==> src/design/bsp_pkg.sv <==
// package for the bit slicer with sync hunt and word packer
// shared widths, reset constants, register indexes and the slice request type
// no dependencies

package bsp_pkg;

	localparam int SAMPLE_W = 16;
	localparam int WORD_W   = 16;
	localparam int POS_W    = 4;
	localparam int CFG_W    = 16;

	localparam logic [WORD_W-1:0] SYNC_PATTERN_RST = 16'hCEFA;
	localparam logic [WORD_W-1:0] WORD_MSB         = 16'h8000;
	localparam logic [POS_W-1:0]  POS_LAST         = 4'd15;
	localparam logic              HUNT_EN_RST      = 1'b1;

	typedef enum logic [0:0] {
		CFG_HUNT_EN      = 1'b0,
		CFG_SYNC_PATTERN = 1'b1
	} cfg_idx_t;

	typedef enum logic [0:0] {
		KIND_DATA = 1'b0,
		KIND_SYNC = 1'b1
	} kind_t;

	typedef struct packed {
		logic valid;
		logic sbit;
	} slice_t;

endpackage

==> src/design/bsp_slicer.sv <==
// input register and hard-decision slicer
// depends on bsp_pkg

module bsp_slicer (
	input  logic                          clk,
	input  logic                          arst_n,
	input  logic                          s_tvalid,
	output logic                          s_tready,
	input  logic [bsp_pkg::SAMPLE_W-1:0]  s_tdata,
	input  logic                          take,
	output bsp_pkg::slice_t               slice_s1
);

	logic sbit;

	// positive: sign clear and nonzero
	assign sbit = ~s_tdata[bsp_pkg::SAMPLE_W-1] & (|s_tdata);

	assign s_tready = ~slice_s1.valid | take;

	always_ff @(posedge clk or negedge arst_n) begin
		if (!arst_n) begin
			slice_s1.valid <= 1'b0;
			slice_s1.sbit  <= 1'b0;
		end else if (s_tready) begin
			slice_s1.valid <= s_tvalid;
			if (s_tvalid) begin
				slice_s1.sbit <= sbit;
			end
		end
	end

endmodule

==> src/design/bsp_core.sv <==
// sync hunt, word packer and output register
// depends on bsp_pkg; fed by bsp_slicer

module bsp_core (
	input  logic                        clk,
	input  logic                        arst_n,
	input  logic                        cfg_we,
	input  logic [0:0]                  cfg_index,
	input  logic [bsp_pkg::CFG_W-1:0]   cfg_data,
	input  bsp_pkg::slice_t             slice_s1,
	output logic                        take,
	output logic                        m_tvalid,
	input  logic                        m_tready,
	output logic [bsp_pkg::WORD_W-1:0]  m_tdata,
	output logic [0:0]                  m_tuser
);

	logic [bsp_pkg::WORD_W-1:0]  sync_pattern_q;
	logic [bsp_pkg::WORD_W-1:0]  hunt_q;
	logic [bsp_pkg::WORD_W-1:0]  pack_q;
	logic [bsp_pkg::POS_W-1:0]   pos_q;
	logic                        synced_q;

	logic [bsp_pkg::WORD_W-1:0]  hunt_next;
	logic [bsp_pkg::WORD_W-1:0]  pack_next;
	logic                        match;
	logic                        word_done;
	logic                        has_result;
	logic                        out_free;

	assign hunt_next  = {hunt_q[bsp_pkg::WORD_W-2:0], slice_s1.sbit};
	assign match      = ~synced_q & (hunt_next == sync_pattern_q);
	assign pack_next  = pack_q | (slice_s1.sbit ? (bsp_pkg::WORD_MSB >> pos_q) : '0);
	assign word_done  = synced_q & (pos_q == bsp_pkg::POS_LAST);
	assign has_result = match | word_done;
	assign out_free   = ~m_tvalid | m_tready;
	assign take       = slice_s1.valid & (~has_result | out_free);

	always_ff @(posedge clk or negedge arst_n) begin
		if (!arst_n) begin
			sync_pattern_q <= bsp_pkg::SYNC_PATTERN_RST;
			hunt_q         <= '0;
			pack_q         <= '0;
			pos_q          <= '0;
			synced_q       <= ~bsp_pkg::HUNT_EN_RST;
		end else if (cfg_we) begin
			unique case (cfg_index)
				bsp_pkg::CFG_HUNT_EN: begin
					// restart
					synced_q    <= ~cfg_data[0];
					hunt_q      <= '0;
					pack_q      <= '0;
					pos_q       <= '0;
				end
				bsp_pkg::CFG_SYNC_PATTERN: begin
					sync_pattern_q <= cfg_data[bsp_pkg::WORD_W-1:0];
				end
				default: begin
				end
			endcase
		end else if (take) begin
			if (!synced_q) begin
				hunt_q <= hunt_next;
				if (match) begin
					synced_q <= 1'b1;
					pack_q   <= '0;
					pos_q    <= '0;
				end
			end else if (word_done) begin
				pack_q <= '0;
				pos_q  <= '0;
			end else begin
				pack_q <= pack_next;
				pos_q  <= pos_q + 1'b1;
			end
		end
	end

	always_ff @(posedge clk or negedge arst_n) begin
		if (!arst_n) begin
			m_tvalid <= 1'b0;
		end else if (take && has_result) begin
			m_tvalid <= 1'b1;
		end else if (m_tready) begin
			m_tvalid <= 1'b0;
		end
	end

	always_ff @(posedge clk) begin
		if (take && has_result) begin
			if (match) begin
				m_tdata <= '0;
				m_tuser <= bsp_pkg::KIND_SYNC;
			end else begin
				m_tdata <= pack_next;
				m_tuser <= bsp_pkg::KIND_DATA;
			end
		end
	end

endmodule

==> src/design/bit_slicer_sync_packer.sv <==
// bit slicer with sync word hunt and 16-bit MSB-first word packer, top level
// path: a sample's bit is registered in slice_s1, and its result is then registered in the bsp_core output register
// throughput: one sample per cycle; a waiting result stalls only a sample with a result
// reset: arst_n clears the pipeline, restores hunt_en = 1 and sync_pattern = 0xCEFA
// depends on bsp_pkg, bsp_slicer, bsp_core

module bit_slicer_sync_packer (
	input  logic                        clk,
	input  logic                        arst_n,
	input  logic                        s_axis_tvalid,
	output logic                        s_axis_tready,
	input  logic [bsp_pkg::SAMPLE_W-1:0] s_axis_tdata,   // sample
	output logic                        m_axis_tvalid,
	input  logic                        m_axis_tready,
	output logic [bsp_pkg::WORD_W-1:0]  m_axis_tdata,   // word
	output logic [0:0]                  m_axis_tuser,   // kind
	input  logic                        cfg_we,
	input  logic [0:0]                  cfg_index,
	input  logic [bsp_pkg::CFG_W-1:0]   cfg_data
);

	bsp_pkg::slice_t slice_s1;
	logic            take;

	bsp_slicer u_slicer (
		.clk      (clk),
		.arst_n   (arst_n),
		.s_tvalid (s_axis_tvalid),
		.s_tready (s_axis_tready),
		.s_tdata  (s_axis_tdata),
		.take     (take),
		.slice_s1 (slice_s1)
	);

	bsp_core u_core (
		.clk       (clk),
		.arst_n    (arst_n),
		.cfg_we    (cfg_we),
		.cfg_index (cfg_index),
		.cfg_data  (cfg_data),
		.slice_s1  (slice_s1),
		.take      (take),
		.m_tvalid  (m_axis_tvalid),
		.m_tready  (m_axis_tready),
		.m_tdata   (m_axis_tdata),
		.m_tuser   (m_axis_tuser)
	);

`ifndef SYNTHESIS
	// a sync event always carries a zero word
	a_sync_word_zero: assert property (@(posedge clk) disable iff (!arst_n)
		(m_axis_tvalid && m_axis_tuser == bsp_pkg::KIND_SYNC) |-> (m_axis_tdata == '0))
		else $error("sync event with nonzero word");

	// once a sync is delivered, the next cycle cannot show another sync without a restart
	a_no_back_to_back_sync: assert property (@(posedge clk) disable iff (!arst_n)
		(m_axis_tvalid && m_axis_tready && m_axis_tuser == bsp_pkg::KIND_SYNC && !cfg_we)
		##1 !cfg_we |-> !(m_axis_tvalid && m_axis_tuser == bsp_pkg::KIND_SYNC))
		else $error("second sync event without restart");
`endif

endmodule
==> config.mk <==
export PLATFORM = sky130hd
export DESIGN_NAME = bit_slicer_sync_packer
export DESIGN_NICKNAME = d
export VERILOG_FILES = /design/src/design/bsp_pkg.sv /design/src/design/bsp_slicer.sv /design/src/design/bsp_core.sv /design/src/design/bit_slicer_sync_packer.sv
export SDC_FILE = /design/constraint.sdc
export NUM_CORES = 1
export LEC_CHECK = 0
export ABC_AREA = 1
export BUFFER_PORTS_ARGS = -buffer_cell sky130_fd_sc_hd__clkbuf_2
export CORE_MARGIN = 2
export CORE_UTILIZATION = 40
export DETAILED_ROUTE_END_ITERATION = 8
export HOLD_SLACK_MARGIN = 0.03
export PLACE_DENSITY = 0.63
export SLEW_MARGIN = 40
export SYNTH_ARGS = -nofsm -noshare
export SYNTH_HDL_FRONTEND = slang
export SYNTH_SLANG_ARGS = --single-unit
==> constraint.sdc <==
create_clock -name clk -period 3.15 [get_ports clk]
set_input_delay 0.63 -clock clk [delete_from_list [all_inputs] [get_ports clk]]
set_output_delay 0.63 -clock clk [all_outputs]
set_load 0.01 [all_outputs]
==> results of run 1 <==
-- worst register-to-register path: stages (launching register included) --
cell	delay, ps
dfstp_2	530
inv_1	40
nand2_1	50
nand2_1	50
nor2_1	110
nand2_1	70
nor2_1	210
nand3_4	190
nand2_4	110
nand2_2	60
nand2_2	70
nand2_2	220
nand2_1	140
buf_4	250
nand2_1	80
nand2_1	70
-- layout make-up --
| type | count | area [um^2] | share of cell area [%] |
|---|---|---|---|
| timing repair buffer | 63 | 333 | 7.56 |
| sequential | 72 | 1900 | 43.2 |
| clock inverter | 2 | 7.51 | 0.171 |
| clock buffer | 13 | 139 | 3.16 |
| multi-input combinational | 315 | 1600 | 36.3 |
| inverter | 69 | 259 | 5.88 |
| tap | 133 | 166 | 3.78 |
-- final timing paths --
kind	slack, ps	from	cells past startpoint	endpoint
setup reg to reg	830	u_core.sync_pattern_q[9]	15	u_core.pack_q[14]
hold / removal	410	arst_n	2	u_core.sync_pattern_q[12]
setup / recovery	550	u_core.sync_pattern_q[9]	10	s_axis_tready
hold reg to reg	470	u_core.pack_q[15]	2	u_core.pack_q[15]
max in group asynchronous	2230	arst_n	2	u_core.hunt_q[10]
min in group clk	470	cfg_data[7]	3	u_core.sync_pattern_q[7]
-- cell usage in the layout, fill, tap and decap left out, types with 2 or more instances in the layout --
cell type	synthesis	routed
nor2_1	47	47
nor4_1	3	3
ha_1	6	6
clkbuf_8	0	9
dfrtp_1	44	44
o21bai_1	3	3
buf_4	4	7
o21ai_0	17	17
edfxtp_1	17	17
nand3_1	10	10
inv_1	68	68
clkbuf_1	7	4
a21oi_1	13	13
or2_2	13	13
nand3_2	30	30
nand2_1	159	159
clkinv_1	0	2
clkbuf_2	0	56
nand2_2	4	4
dfstp_2	11	11
-- cells by family (layout without fill, tap and decap cells) --
| kind of cell | count (synthesis) | in the layout | share of synthesized area (%) |
|---|---|---|---|
| flops | 72 | 72 | 48.7 |
| simple gates | 271 | 271 | 33.2 |
| compound gates | 37 | 37 | 5.58 |
| fa+ha+maj | 6 | 6 | 1.92 |
| buf+inv | 87 | 147 | 10.4 |
| xor+xnor | 1 | 1 | 0.225 |
-- power by group through the flow --
stage / sequential (uW) / clock (uW) / combinational, uW
2_1_floorplan: 1050 / 0 / 202
3_3_place_gp: 1050 / 0 / 269
3_5_place_dp: 1060 / 0 / 274
4_1_cts: 1040 / 621 / 276
5_1_grt: 1040 / 660 / 311
6_report: 1040 / 602 / 271
-- sequential cells by signal (all words and copies together) (netlist names) --
signal                 flops
u_core.hunt_q             15
u_core.m_tdata            16
u_core.m_tuser             1
u_core.m_tvalid            1
u_core.pack_q             16
u_core.pos_q               4
u_core.sync_pattern_q     16
u_core.synced_q            1
u_slicer.slice_s1          2
-- metal layers --
metal  vias up  wire length [um]  GRT usage [%]
met1      1434              3450           19.5
li1       1572                 -              -
met4         0                85           4.15
met3        11               285           4.68
met5         -                 0              0
met2        52              3930           29.4
-- metrics by stage --
stage	util [%]	instances	hold slack, ps	setup WS [ps]
final	45.7	667	414	546
after global routing	45.7	667	460	371
after CTS	45.7	667	444	484
after detailed placement	44.1	652	459	788
after global placement	44.1	652	452	830
after floorplan	-	474	334	1180
==> impl_results.md, run 1 <==
- Status: complete, no violations
- CTS sink cnt: 72
- DP Area: 4260 um^2
- Worst Skew: 9.47 ps
- Crit path max-delay family: simple AND/OR/NAND/NOR gates
- CP Max Fanout: 6
- Top FF cell, synth: dfrtp_1
- Design Power: 1910 uW
- Top-count cell post-synth: nand2_1
- Initial antenna violation count: 0
- Net Count, Synth: 518
- Initial drt markers: 155
- Unique cell type count in the Yosys netlist: 32
- Crit start category: flop
- Crit end category: output port
- Postcts setup bufs: 0
- Gr usage total: 16.4%
- Crit-path most repeated cell: nand2_1
- Req. time, crit path: 2520 ps
- DP HPWL: 5290 um
- Asr flop ratio synth: 76.4%
- Worst skew pair latency: 340 ps
- Slew Viols, Final: 0
- Cell Int Power: 1380 uW
- Clock period minus worst slack: 2600 ps
- P_leak: 0.00226 uW
- Area growth syn-to-layout: 12.8%
- WL/cell: 11.6 um
- Gp weighted congestion: 0.800
- Routed Antenna Nets: 0
- Sw power: 534 uW
- Dominant cells by area after synthesis: dfrtp_1 28%, nand2_1 15%, edfxtp_1 13%
- Die height: 103 um
- # rows: 36
- Via count: 3,069
- Post-synth EDFFs: 17
- Synth top cells by count: 159 x nand2_1, 68 x inv_1, 47 x nor2_1, 44 x dfrtp_1, 30 x nand3_2
- Pre-Repair DR Iteration Count: 4
- Number of global-route vias before repair: 3,080
- CORE AREA: 9640 um^2
- CTS root buf: clkbuf_8
- Die Area: 10,600 um^2
- CTS Hold Bufs: 0
- Port buffer count: 56
- Ratio of final minimum period to clock period: 82.7%
- Largest net degree at the start of global routing: 56
- CTS tree: done
- Initial core utilization: 40.5%
- Cell Area, Synth: 3900 um^2
- Clock power share: 31.5%
- Avg Cell Area, Syn: 8.23 um^2
- Final setup violating endpoints: 0
- Fmax: 0.384 GHz
- # resized after CTS: 0
- Setup Crit Path Kind: reg -> out
- Synth warn: 0
- Sum of negative setup slack: 0 ps
- Hold Crit Class: in -> async
- Combinational Power Share: 14.2%
- Fill count: 996
- Share of the synthesized area in the top cell type: 28.2%
- Share of cells above drive strength 1: 25.3%
- # IOs: 57
- Total wire length: 7750 um
- CTS max path bufs: 2
- Post-synthesis sequential area ratio: 48.7%
- Die width: 103 um
- Cells after Synth: 474
- Clock slew at reported path FFs: 70 ps
- Vias/cell: 4.60
- Crit path cell chain: inv_1 -> nand2_1 -> nand2_1 -> nor2_1 -> nand2_1 -> nor2_1 -> nand3_4 -> nand2_4 -> nand3_1 -> clkbuf_2
- Max cap viols: 0
- Nets: 574
- Post-route cell area: 4400 um^2
- Least-Margin Pin Slew: 737 ps
- CP Buf/Inv Count: 2
- Share of power burned in registers: 54.3%
- Number of buffers created by CTS: 9
- Global-route wire length before repair: 13,600 um
- CTS H-tree lvls: 3
- Slew HR: 50.9%
- Drt drc: 0
- GRT Residual Overflow: 0
- Switching share of power: 28.0%
- Flops & latches, synth: 72
- Critical Path AT: 1970 ps
- PD cells: 434 nW/um^2
- Max IR drop VDD: 0.202 mV
- Diode count: 0
- Hold Fails Final Rpt: 0
- RSZ-0062 raised after global routing: no
- Synth area leader: dfrtp_1
- Critical path's largest stage delay: 530 ps
- Critical-path top delay cell: dfstp_2
(Power assumes the default switching activity.)
==> run 2, diff against run 1 <==
Settings changed: ABC_AREA 1 to 0, PLACE_DENSITY 0.63 to 0.64.
Clock period 3.15 ns to 2.5 ns, I/O delays scaled along.
==> run 2 against run 1 <==
  * Clock skew fell by 1.4 ps
  * Critical path type unchanged
  * Total power grew 39%
  * Highest routed layer unchanged
  * The run now ends with setup timing left
  * Setup slack got worse by 620 ps
  * Synthesized cell count decreased by 35%
  * Synthesized area shrank 12%
  * Cell area decreased by 6.3%
  * Flip-flop and latch count unchanged
==> impl_results.md, run 2 <==
- Status: complete, but fails checks
- Failing checks: setup timing
- Pre-Repair DR Iteration Count: 4
- Non-filler cells, final: 482
- Ratio of final minimum period to clock period: 103%
- Global-route wire length before repair: 12,000 um
- CORE AREA: 8260 um^2
- Top-count cell post-synth: dfrtp_1
- Cells after Synth: 308
- PD cells: 646 nW/um^2
- Most common cell after layout, fill and taps aside: clkbuf_2
- Setup Crit Path Kind: reg -> out
- Initial antenna violation count: 0
- Worst reg2reg endpoint: u_core.m_tdata[13]
- Initial core utilization: 41.4%
- Hold Crit Class: in -> async
- Die Area: 9310 um^2
- Slew HR: 53.0%
- Clock period minus worst slack: 2570 ps
- Via count: 2,524
- Top FF cell, synth: dfrtp_1
- Asr flop ratio synth: 76.4%
- Number of global-route vias before repair: 2,543
- Die height: 96.5 um
- Req. time, crit path: 2000 ps
- Clock slew at reported path FFs: 80 ps
- # placed instances: 465
- Share of the synthesized area in the top cell type: 32.2%
- Crit start category: flop
- Avg Cell Area, Syn: 11.1 um^2
- Net Count, Synth: 352
- Total wire length: 6910 um
- Regs by FF count: u_core.m_tdata: 16 flops, u_core.pack_q: 16 flops, u_core.sync_pattern_q: 16 flops
- Nets: 416
- Number of buffers created by CTS: 9
- Unique cell type count in the Yosys netlist: 37
- Post-synth EDFFs: 17
- Max IR drop VDD: 0.517 mV
- CTS H-tree lvls: 3
- Worst Skew: 8.10 ps
- Slew Viols, Final: 0
- CTS sink cnt: 72
- Critical Path AT: 2070 ps
- Synth top cells by count: 44 x dfrtp_1, 40 x nor2_1, 21 x nand2_1, 19 x a31oi_1, 19 x o21ai_0
- RSZ-0062 raised after global routing: yes
- Crit path from: u_core.sync_pattern_q[11]
- Reg-to-Reg Start: u_core.sync_pattern_q[11]
- DP HPWL: 4780 um
- Sum of negative setup slack: -69.8 ps
- Diode count: 0
- Least-Margin Pin Slew: 705 ps
- Flops & latches, synth: 72
- Vias/cell: 5.24
- CTS Hold Bufs: 0
- Setup WS post-layout: -69.8 ps
- Drt drc: 0
- Gp weighted congestion: 0.793
- WL/cell: 14.3 um
- Cell Area, Synth: 3420 um^2
- Pre-CTS setup slack: 222 ps
- Worst skew pair latency: 340 ps
- Synth warn: 0
- CTS max path bufs: 2
- FF-to-FF path depth: 8
- Hold Fails Final Rpt: 0
- Largest net degree at the start of global routing: 56
- Routed Antenna Nets: 0
- Initial drt markers: 95
- CP Max Fanout: 2
- GRT Residual Overflow: 0
- Register-to-register path setup slack: 120 ps
- CTS root buf: clkbuf_8
- # rows: 33
- Crit end category: output port
- Max cap viols: 0
- Area growth syn-to-layout: 20.6%
- Final setup violating endpoints: 1
- Synth area leader: dfrtp_1
- Setup crit end: s_axis_tready
- Port buffer count: 56
- Die width: 96.5 um
- Post-synthesis sequential area ratio: 55.6%
- Gr usage total: 16.8%
- P_leak: 0.00182 uW
- CTS tree: done
- Fmax: 0.389 GHz
- # IOs: 57
- Share of cells above drive strength 1: 33.2%
- Dominant cells by area after synthesis: dfrtp_1 32%, edfxtp_1 15%, dfstp_2 8.4%
- Commonest cells after routing, fill and taps aside: 55 x clkbuf_2, 44 x dfrtp_1, 39 x nor2_1, 21 x nand2_1
- Fill count: 774
## run 2: changes by cell type after synthesis, moves of 7 or more
cell / delta
a31oi_1: +18
inv_1: -63
mux2_2: +18
mux2i_1: +15
nand2_1: -138
nand3_2: -30
nor2_1: -7
or2_2: -12
xnor2_1: +16
## run 2: cell families (layout without fill, tap and decap cells)
kind of cell / Yosys count / in the layout / share of synthesized area, %
AO/OA/AOI/OAI: 67 / 67 / 12.0
XOR/XNOR: 16 / 16 / 4.10
adder cells (fa/ha/maj): 6 / 6 / 2.19
buffers and inverters: 21 / 90 / 2.93
flip-flops: 72 / 72 / 55.6
multiplexers: 33 / 33 / 10.3
AND/OR/NAND/NOR: 93 / 93 / 12.9
## run 2: power by group
part           switching [uW]  internal (uW)
clock                     450            528
sequential               59.2           1280
combinational             185            161
## run 2: worst min path at each step
| stage | from | endpoint | slack, ps | cells past startpoint |
|---|---|---|---|---|
| 2_1_floorplan | arst_n | u_core.hunt_q[0] | 200 | 0 |
| 3_3_place_gp | u_core.pack_q[1] | u_core.pack_q[1] | 480 | 2 |
| 3_5_place_dp | u_core.pack_q[2] | u_core.pack_q[2] | 490 | 2 |
| 4_1_cts | arst_n | u_slicer.slice_s1[1] | 300 | 2 |
| 5_1_grt | arst_n | u_slicer.slice_s1[1] | 340 | 2 |
| 6_report | arst_n | u_slicer.slice_s1[1] | 280 | 2 |
## run 2: layout make-up
cell class | instances | area, um^2 | area share [%]
clock buffers | 11 | 153 | 3.70
clock inverters | 5 | 61.3 | 1.49
inverters | 5 | 18.8 | 0.455
multi-input cells | 215 | 1460 | 35.5
flip-flops and latches | 72 | 1900 | 46.1
well taps | 105 | 131 | 3.18
repair buffers | 69 | 397 | 9.61
## run 2: critical path, stage by stage (launching register included)
cell and delay [ps]:
dfstp_2 550, xnor2_1 130, nand4_1 190, nor4_4 400, a21oi_2 100, or2_4 240
buf_6 120
## run 2: routing by layer
layer,global-route usage [%],vias up,wire (um)
met5,0,-,0
met4,5.99,0,116
met3,4.73,11,371
met2,26.0,76,3300
met1,22.5,1205,3120
li1,-,1232,-
## run 2: timing repair
action,4_1_cts,5_1_grt
setup buffers,1,0
endpoints found under the setup margin,1,1
resized for setup,3,5
pin swaps,5,3
## run 2: per-stage QoR
step	total power [uW]	cell area [um^2]	hold WS, ps	utilization [%]
final	2660	4130	284	50.0
after detailed placement	1700	3860	486	46.8
after global placement	1690	3860	477	46.8
after floorplan	1590	3430	204	-
after global routing	2810	4130	338	50.0
after CTS	2700	4100	305	49.6
